## config.mk

```make
export PLATFORM = sky130hd
export DESIGN_NAME = gas_sensor_frame_parser_top
export DESIGN_NICKNAME = d
export VERILOG_FILES = /design/src/rtl/gsfp_pkg.sv /design/src/rtl/gsfp_cfg_regs.sv /design/src/rtl/gsfp_frame_parser.sv /design/src/rtl/gsfp_out_stage.sv /design/src/rtl/gas_sensor_frame_parser_top.sv
export SDC_FILE = /design/constraint.sdc
export NUM_CORES = 1
export LEC_CHECK = 0
export BUFFER_PORTS_ARGS = -buffer_cell sky130_fd_sc_hd__buf_4
export CORE_AREA = 2 2 105 107
export CTS_BUF_LIST = sky130_fd_sc_hd__clkbuf_8
export DETAILED_ROUTE_END_ITERATION = 16
export DIE_AREA = 0 0 107 109
export GPL_TIMING_DRIVEN = 0
export PLACE_DENSITY = 0.67
export SYNTH_ARGS = -nofsm -noshare
export SYNTH_HDL_FRONTEND = slang
export SYNTH_SLANG_ARGS = --single-unit
export TNS_END_PERCENT = 50
```

## constraint.sdc

```tcl
create_clock -name i_clk -period 3.6 [get_ports i_clk]
set_clock_uncertainty 0.15 [all_clocks]
set_input_delay 0.18 -clock i_clk [delete_from_list [all_inputs] [get_ports i_clk]]
set_output_delay 0.18 -clock i_clk [all_outputs]
set_load 0.1 [all_outputs]
```

## src/rtl/gsfp_pkg.sv

```systemverilog
// Package for the gas sensor frame parser: frame constants, register
// indexes, mode codes and the result struct. No dependencies.
package gsfp_pkg;

    localparam int FRAME_LENGTH  = 9;
    localparam int PAYLOAD_DEPTH = 6;
    localparam int POS_W         = 4;
    localparam int SLOT_W        = 3;
    localparam int PADDR_W       = 3;

    localparam logic [POS_W-1:0] POS_HUNT      = 4'd0;
    localparam logic [POS_W-1:0] POS_FIRST     = 4'd1;
    localparam logic [POS_W-1:0] POS_PAYLOAD0  = 4'd2;
    localparam logic [POS_W-1:0] POS_PAYLOAD_N = POS_W'(2 + PAYLOAD_DEPTH - 1);
    localparam logic [POS_W-1:0] POS_LAST      = POS_W'(FRAME_LENGTH - 1);

    localparam logic [7:0] START_TAG_RESET = 8'hFF;

    localparam logic STATUS_GOOD = 1'b0;
    localparam logic STATUS_BAD  = 1'b1;

    typedef enum logic {
        MODE_UPLOAD = 1'b0,
        MODE_QUERY  = 1'b1
    } t_mode;

    typedef enum logic {
        REG_REPORT_MODE = 1'b0,
        REG_START_TAG   = 1'b1
    } t_reg_idx;

    typedef struct packed {
        logic        frame_status;
        logic [15:0] concentration_ppb;
        logic [15:0] concentration_ugm3;
    } t_result;

endpackage

```

## src/rtl/gsfp_cfg_regs.sv

```systemverilog
// APB configuration registers: report_mode and start_tag.
// Depends on gsfp_pkg.
module gsfp_cfg_regs (
    input  logic                          i_clk,
    input  logic                          i_rst_n,
    input  logic                          psel,
    input  logic                          penable,
    input  logic                          pwrite,
    input  logic [gsfp_pkg::PADDR_W-1:0]  paddr,
    input  logic [31:0]                   pwdata,
    output logic [31:0]                   prdata,
    output logic                          pready,
    output gsfp_pkg::t_mode               o_mode,
    output logic [7:0]                    o_start_tag
);
    import gsfp_pkg::*;

    t_mode       r_mode;
    t_mode       n_mode;
    logic [7:0]  r_tag;
    logic [7:0]  n_tag;
    t_reg_idx    w_idx;
    logic        w_wr;

    assign pready = 1'b1;
    assign w_idx  = t_reg_idx'(paddr[2]);
    assign w_wr   = psel && penable && pwrite && pready;

    always_comb begin
        n_mode = r_mode;
        n_tag  = r_tag;
        if (w_wr) begin
            case (w_idx)
                REG_REPORT_MODE: n_mode = t_mode'(pwdata[0]);
                REG_START_TAG:   n_tag  = pwdata[7:0];
                default: ;
            endcase
        end
    end

    always_comb begin
        case (w_idx)
            REG_REPORT_MODE: prdata = {31'd0, r_mode};
            REG_START_TAG:   prdata = {24'd0, r_tag};
            default:         prdata = 32'd0;
        endcase
    end

    always_ff @(posedge i_clk) begin
        if (!i_rst_n) begin
            r_mode <= MODE_UPLOAD;
            r_tag  <= START_TAG_RESET;
        end else begin
            r_mode <= n_mode;
            r_tag  <= n_tag;
        end
    end

    assign o_mode      = r_mode;
    assign o_start_tag = r_tag;

endmodule

```

## src/rtl/gsfp_frame_parser.sv

```systemverilog
// Frame parser: hunt for start tag, byte position counter, running sum,
// payload byte registers and checksum/field selection. Depends on gsfp_pkg.
module gsfp_frame_parser (
    input  logic                  i_clk,
    input  logic                  i_rst_n,
    input  logic                  i_accept,
    input  logic [7:0]            i_byte,
    input  gsfp_pkg::t_mode       i_mode,
    input  logic [7:0]            i_start_tag,
    output logic                  o_at_last,
    output logic                  o_res_valid,
    output gsfp_pkg::t_result     o_res
);
    import gsfp_pkg::*;

    logic [POS_W-1:0]  r_pos;
    logic [POS_W-1:0]  n_pos;
    logic [7:0]        r_sum;
    logic [7:0]        n_sum;
    logic [7:0]        r_payload [PAYLOAD_DEPTH];
    logic [7:0]        w_expect;
    logic              w_hunt;
    logic              w_pl_wr;
    logic [SLOT_W-1:0] w_slot;

    assign w_hunt    = (r_pos == POS_HUNT) || (r_pos > POS_LAST);
    assign o_at_last = (r_pos == POS_LAST);
    assign w_expect  = 8'(~r_sum + 8'd1);
    assign w_pl_wr   = i_accept && (r_pos >= POS_PAYLOAD0) && (r_pos <= POS_PAYLOAD_N);
    assign w_slot    = SLOT_W'(r_pos - POS_PAYLOAD0);

    always_comb begin
        n_pos       = r_pos;
        n_sum       = r_sum;
        o_res_valid = 1'b0;
        o_res       = '0;
        if (i_accept) begin
            if (w_hunt) begin
                n_pos = POS_HUNT;
                if (i_byte == i_start_tag) begin
                    n_pos = POS_FIRST;
                    n_sum = 8'd0;
                end
            end else if (!o_at_last) begin
                n_sum = r_sum + i_byte;
                n_pos = r_pos + POS_FIRST;
            end else begin
                n_pos       = POS_HUNT;
                n_sum       = 8'd0;
                o_res_valid = 1'b1;
                if (i_byte != w_expect) begin
                    o_res.frame_status = STATUS_BAD;
                end else begin
                    o_res.frame_status = STATUS_GOOD;
                    case (i_mode)
                        MODE_UPLOAD: begin
                            o_res.concentration_ppb = {r_payload[2], r_payload[3]};
                        end
                        MODE_QUERY: begin
                            o_res.concentration_ppb  = {r_payload[4], r_payload[5]};
                            o_res.concentration_ugm3 = {r_payload[0], r_payload[1]};
                        end
                        default: ;
                    endcase
                end
            end
        end
    end

    always_ff @(posedge i_clk) begin
        if (!i_rst_n) begin
            r_pos <= POS_HUNT;
            r_sum <= 8'd0;
        end else begin
            r_pos <= n_pos;
            r_sum <= n_sum;
        end
    end

    always_ff @(posedge i_clk) begin
        if (w_pl_wr) begin
            r_payload[w_slot] <= i_byte;
        end
    end

    a_pos_range: assert property (@(posedge i_clk) disable iff (!i_rst_n)
        r_pos <= POS_LAST)
        else $error("byte position out of range");

    a_last_returns: assert property (@(posedge i_clk) disable iff (!i_rst_n)
        (i_accept && o_at_last) |=> (r_pos == POS_HUNT && r_sum == 8'd0))
        else $error("no return to hunting after last byte");

    a_start: assert property (@(posedge i_clk) disable iff (!i_rst_n)
        (i_accept && r_pos == POS_HUNT && i_byte == i_start_tag)
        |=> (r_pos == POS_FIRST && r_sum == 8'd0))
        else $error("start tag not taken");

    a_res_only_last: assert property (@(posedge i_clk) disable iff (!i_rst_n)
        o_res_valid |-> (i_accept && o_at_last))
        else $error("result outside last byte");

endmodule

```

## src/rtl/gsfp_out_stage.sv

```systemverilog
// Result register for the output channel; holds a request under stall.
// Depends on gsfp_pkg.
module gsfp_out_stage (
    input  logic                  i_clk,
    input  logic                  i_rst_n,
    input  logic                  i_load,
    input  gsfp_pkg::t_result     i_res,
    input  logic                  i_stall,
    output logic                  o_full_stalled,
    output logic                  o_valid,
    output gsfp_pkg::t_result     o_res
);
    import gsfp_pkg::*;

    logic     r_valid;
    logic     n_valid;
    t_result  r_res;

    assign o_full_stalled = r_valid && i_stall;
    assign n_valid        = i_load || o_full_stalled;

    always_ff @(posedge i_clk) begin
        if (!i_rst_n) begin
            r_valid <= 1'b0;
        end else begin
            r_valid <= n_valid;
        end
    end

    always_ff @(posedge i_clk) begin
        if (i_load) begin
            r_res <= i_res;
        end
    end

    assign o_valid = r_valid;
    assign o_res   = r_res;

    a_no_overwrite: assert property (@(posedge i_clk) disable iff (!i_rst_n)
        !(i_load && o_full_stalled))
        else $error("held request overwritten");

    a_load_shows: assert property (@(posedge i_clk) disable iff (!i_rst_n)
        i_load |=> (r_valid && r_res == $past(i_res)))
        else $error("loaded request not presented");

    a_drain: assert property (@(posedge i_clk) disable iff (!i_rst_n)
        (r_valid && !i_stall && !i_load) |=> !r_valid)
        else $error("request repeated after being taken");

endmodule

```

## src/rtl/gas_sensor_frame_parser_top.sv

```systemverilog
// Gas sensor frame parser, top level. One received byte per cycle unless o_rx_stall is high.
// Result request is valid in the cycle after the checksum byte is taken.
// Throughput: one byte per cycle; input stalls only on a checksum byte while
// the result register holds a stalled request.
// Reset (synchronous, active low): hunting, sum zero, mode upload, tag 0xFF.
// Depends on gsfp_pkg, gsfp_cfg_regs, gsfp_frame_parser, gsfp_out_stage.
module gas_sensor_frame_parser_top (
    input  logic                          i_clk,
    input  logic                          i_rst_n,
    input  logic                          psel,
    input  logic                          penable,
    input  logic                          pwrite,
    input  logic [gsfp_pkg::PADDR_W-1:0]  paddr,
    input  logic [31:0]                   pwdata,
    output logic [31:0]                   prdata,
    output logic                          pready,
    input  logic                          i_rx_valid,
    input  logic [7:0]                    i_rx_byte,
    output logic                          o_rx_stall,
    output logic                          o_res_valid,
    output logic                          o_frame_status,
    output logic [15:0]                   o_concentration_ppb,
    output logic [15:0]                   o_concentration_ugm3,
    input  logic                          i_res_stall
);
    import gsfp_pkg::*;

    t_mode       w_mode;
    logic [7:0]  w_tag;
    logic        w_accept;
    logic        w_at_last;
    logic        w_res_valid;
    t_result     w_res;
    logic        w_full_stalled;
    t_result     w_out;

    assign o_rx_stall = w_full_stalled && w_at_last;
    assign w_accept   = i_rx_valid && !o_rx_stall;

    gsfp_cfg_regs u_cfg (
        .i_clk       (i_clk),
        .i_rst_n     (i_rst_n),
        .psel        (psel),
        .penable     (penable),
        .pwrite      (pwrite),
        .paddr       (paddr),
        .pwdata      (pwdata),
        .prdata      (prdata),
        .pready      (pready),
        .o_mode      (w_mode),
        .o_start_tag (w_tag)
    );

    gsfp_frame_parser u_parser (
        .i_clk       (i_clk),
        .i_rst_n     (i_rst_n),
        .i_accept    (w_accept),
        .i_byte      (i_rx_byte),
        .i_mode      (w_mode),
        .i_start_tag (w_tag),
        .o_at_last   (w_at_last),
        .o_res_valid (w_res_valid),
        .o_res       (w_res)
    );

    gsfp_out_stage u_out (
        .i_clk          (i_clk),
        .i_rst_n        (i_rst_n),
        .i_load         (w_res_valid),
        .i_res          (w_res),
        .i_stall        (i_res_stall),
        .o_full_stalled (w_full_stalled),
        .o_valid        (o_res_valid),
        .o_res          (w_out)
    );

    assign o_frame_status       = w_out.frame_status;
    assign o_concentration_ppb  = w_out.concentration_ppb;
    assign o_concentration_ugm3 = w_out.concentration_ugm3;

endmodule
```

==> flow_summary.ini <==
[final_layout]
final_common_cell = buf_4
layout-drive-gt1-share_pct = 25.1
antenna_cells = 0
nNetsFinal = 542
syn_to_final_growth_pct = 24.7
final_cell_mix = buf_4 (90), edfxtp_1 (81), nand2_1 (28), nor2_1 (25), conb_1 (25)
fin_area_um2 = 5730

[cts]
clock-sinks = 103
path_clk_slew_ns = 0.11
numCtsBuffers = 9
clk_latency_ns = 0.37
cts_setup_buffers = 0
htreeDepth = 3
cts_root_buffer = clkbuf_8
clk_path_buf_depth = 2
tritoncts = yes

[logic_synthesis]
synth_seq_cells = 103
yosysWarnings = 0
synth.cell_area_um2 = 4600
ys_types = 44
avgSynthCellArea_um2 = 12.6
synth_edf_count = 81
synth_flop_cell = edfxtp_1
yosysSeqAreaShare_pct = 62.5
async_flop_share_pct = 0
syn_inst = 365

[timing]
setup_viol = 0
rsz0062_at_grt = no
slew_violations = 0
holdWs_ns = 0.0400
worstMarginPinSlew_ns = 1.10
max_freq_mhz = 310
min_period_over_period_pct = 89.7
maxSlewHeadroom_pct = 25.9
finalHoldViolations = 0
fin_crit_ns = 3.23
fin_ws_ns = 0.371

[power]
power.density_nw_per_um2 = 403
peakVddDrop_mv = 0.175
p_leak_nw = 2.17

[drt]
via_per_inst = 4.76
drt.antenna.violating_nets = 0
drc = 0
num_vias = 2978
first_pass_iters = 4
finalWirelength_mm = 8.41
drt_iter0_drc = 131
wl_per_cell_um = 13.4

[worst_setup_path]
slowest_stage = nor4b_1
cp_cell_sequence = nor4b_1 -> nand3_1 -> clkinvlp_4 -> nand4_2 -> buf_2 -> nor2_1
worstPathArrival_ns = 3.30
crit_fanout = 35
start_kind = flip-flop
cp.required_ns = 3.67
critPathBufInv = 2
crit_family = simple AND/OR/NAND/NOR gates
critical_path_class = flip-flop to flip-flop
max_stage_delay_ns = 0.70
cp-end-kind = flip-flop

[grt]
grt_pass1_vias = 2720
grt_antenna_before_repair = 0
grt_pass1_wl_mm = 13.3
grt_use_total_pct = 15.3
grt_max_degree = 36
grt_remaining_overflow = 0

[floorplan]
coreArea_um2 = 10600
die_x_um = 107
io_pins = 118
start_util_pct = 43.4
dieArea_um2 = 11700
rows = 38
die_h_um = 109

[placement]
dp_hpwl_mm = 5.98
gp_congestion = 0.777
dpl_worst_slack_ns = -0.122
portBuffers = 65
dpl_cell_area_um2 = 5350

[worst_hold_path]
hold_class = primary input to flip-flop

[job]
cap_violations = 0

[outcome]
status = complete, no violations
-- power breakdown --
group          switching [mW]  internal (mW)  leakage [nW]
Sequential            0.00299           1.28         0.837
Combinational           0.221         0.0788          1.23
Clock                   0.397          0.332         0.105
-- layer usage --
layer	global-route usage [%]	vias to the layer above	wire length, µm
li1	-	1503	-
met1	18.9	1359	3650
met2	25.6	101	4030
met3	3.89	15	532
met4	6.59	0	196
met5	0	-	0
-- flip-flops by register name, summed over array words and instances, names as in the netlist --
register              cells
u_parser.r_pos            4
u_out.o_res              17
u_parser.r_payload       48
o_concentration_ugm3     16
u_out.o_valid             1
u_cfg.o_mode              1
u_cfg.o_start_tag         8
u_parser.r_sum            8
-- final cells by class --
| cell class | count | area (µm²) |
|---|---|---|
| repair buffers | 82 | 658 |
| inverters | 10 | 41.3 |
| well taps | 140 | 175 |
| flip-flops and latches | 103 | 2870 |
| clock buffers | 9 | 124 |
| plain buffers | 35 | 241 |
| clock inverters | 7 | 81.3 |
| fillers | 900 | 4870 |
| multi-input cells | 240 | 1540 |
-- metrics by stage --
stage	utilization [%]	TNS, ns	cells	total power [mW]
after floorplan	-	0	388	1.53
final	54.1	0	626	2.31
after CTS	54.1	0	626	2.32
after global placement	50.4	-0.289	593	1.59
after global routing	54.1	0	626	2.39
after detailed placement	50.5	-1.65	593	1.59
-- path summary, 6_finish.rpt --
kind | start | to | slack [ns] | cells past startpoint
worst min-delay path | i_rst_n | u_out.o_valid$_SDFF_PN0_ | 0.04 | 2
worst max-delay path | u_parser.r_pos[3]$_SDFFE_PN0P_ | u_out.o_res[28]$_SDFFCE_PP0P_ | 0.37 | 6
worst min register to register | u_cfg.o_start_tag[5]$_SDFFE_PN1P_ | u_cfg.o_start_tag[5]$_SDFFE_PN1P_ | 0.35 | 2
worst max register to register | u_parser.r_pos[3]$_SDFFE_PN0P_ | u_out.o_res[28]$_SDFFCE_PP0P_ | 0.37 | 6
-- synthesized netlist by cell type (3+ instances only) --
master     n  area share (%)
nor2_1    25             2.0
mux2i_1   17             3.7
edfxtp_1  81              53
o21ai_0    9            0.98
nand2_1   28             2.3
and3_1    13             1.8
and3_2     6            0.98
nor4_1     5            0.68
nand3_1   16             1.7
a22o_1     4            0.76
buf_4     25             4.1
nor2b_1    6            0.82
and2_1    10             1.4
nor3_1     6            0.65
ha_1      10             2.7
dfxtp_1   22             9.6
a31oi_1    5            0.68
a21oi_1    7            0.76
xor2_1    16             3.0
clkbuf_1   7            0.57
xnor2_1    6             1.1
inv_1     10            0.82
a21boi_0   3            0.49
-- cells by family after synthesis --
kind of cell	after synthesis	synth area share, %
buf+inv	45	6.07
compound gates	37	5.20
simple gates	127	14.8
xor+xnor	22	4.19
mux	18	3.95
fa+ha+maj	11	3.16
other cells	2	0.163
flops	103	62.5
-- timing repair --
action                                  in CTS  in global routing
endpoints found under the setup margin      20                  0
endpoints found under the hold margin       55                  0
gates resized for setup                      1                  0
hold buffers                                17                  0
-- worst register-to-register path, cell delays in order (launching register included) --
cell        delay (ns)
dfxtp_1           0.49
nor4b_1           0.70
nand3_1           0.39
clkinvlp_4        0.61
nand4_2           0.33
buf_2             0.28
nor2_1            0.13
Power figures use the tool's default switching activity.
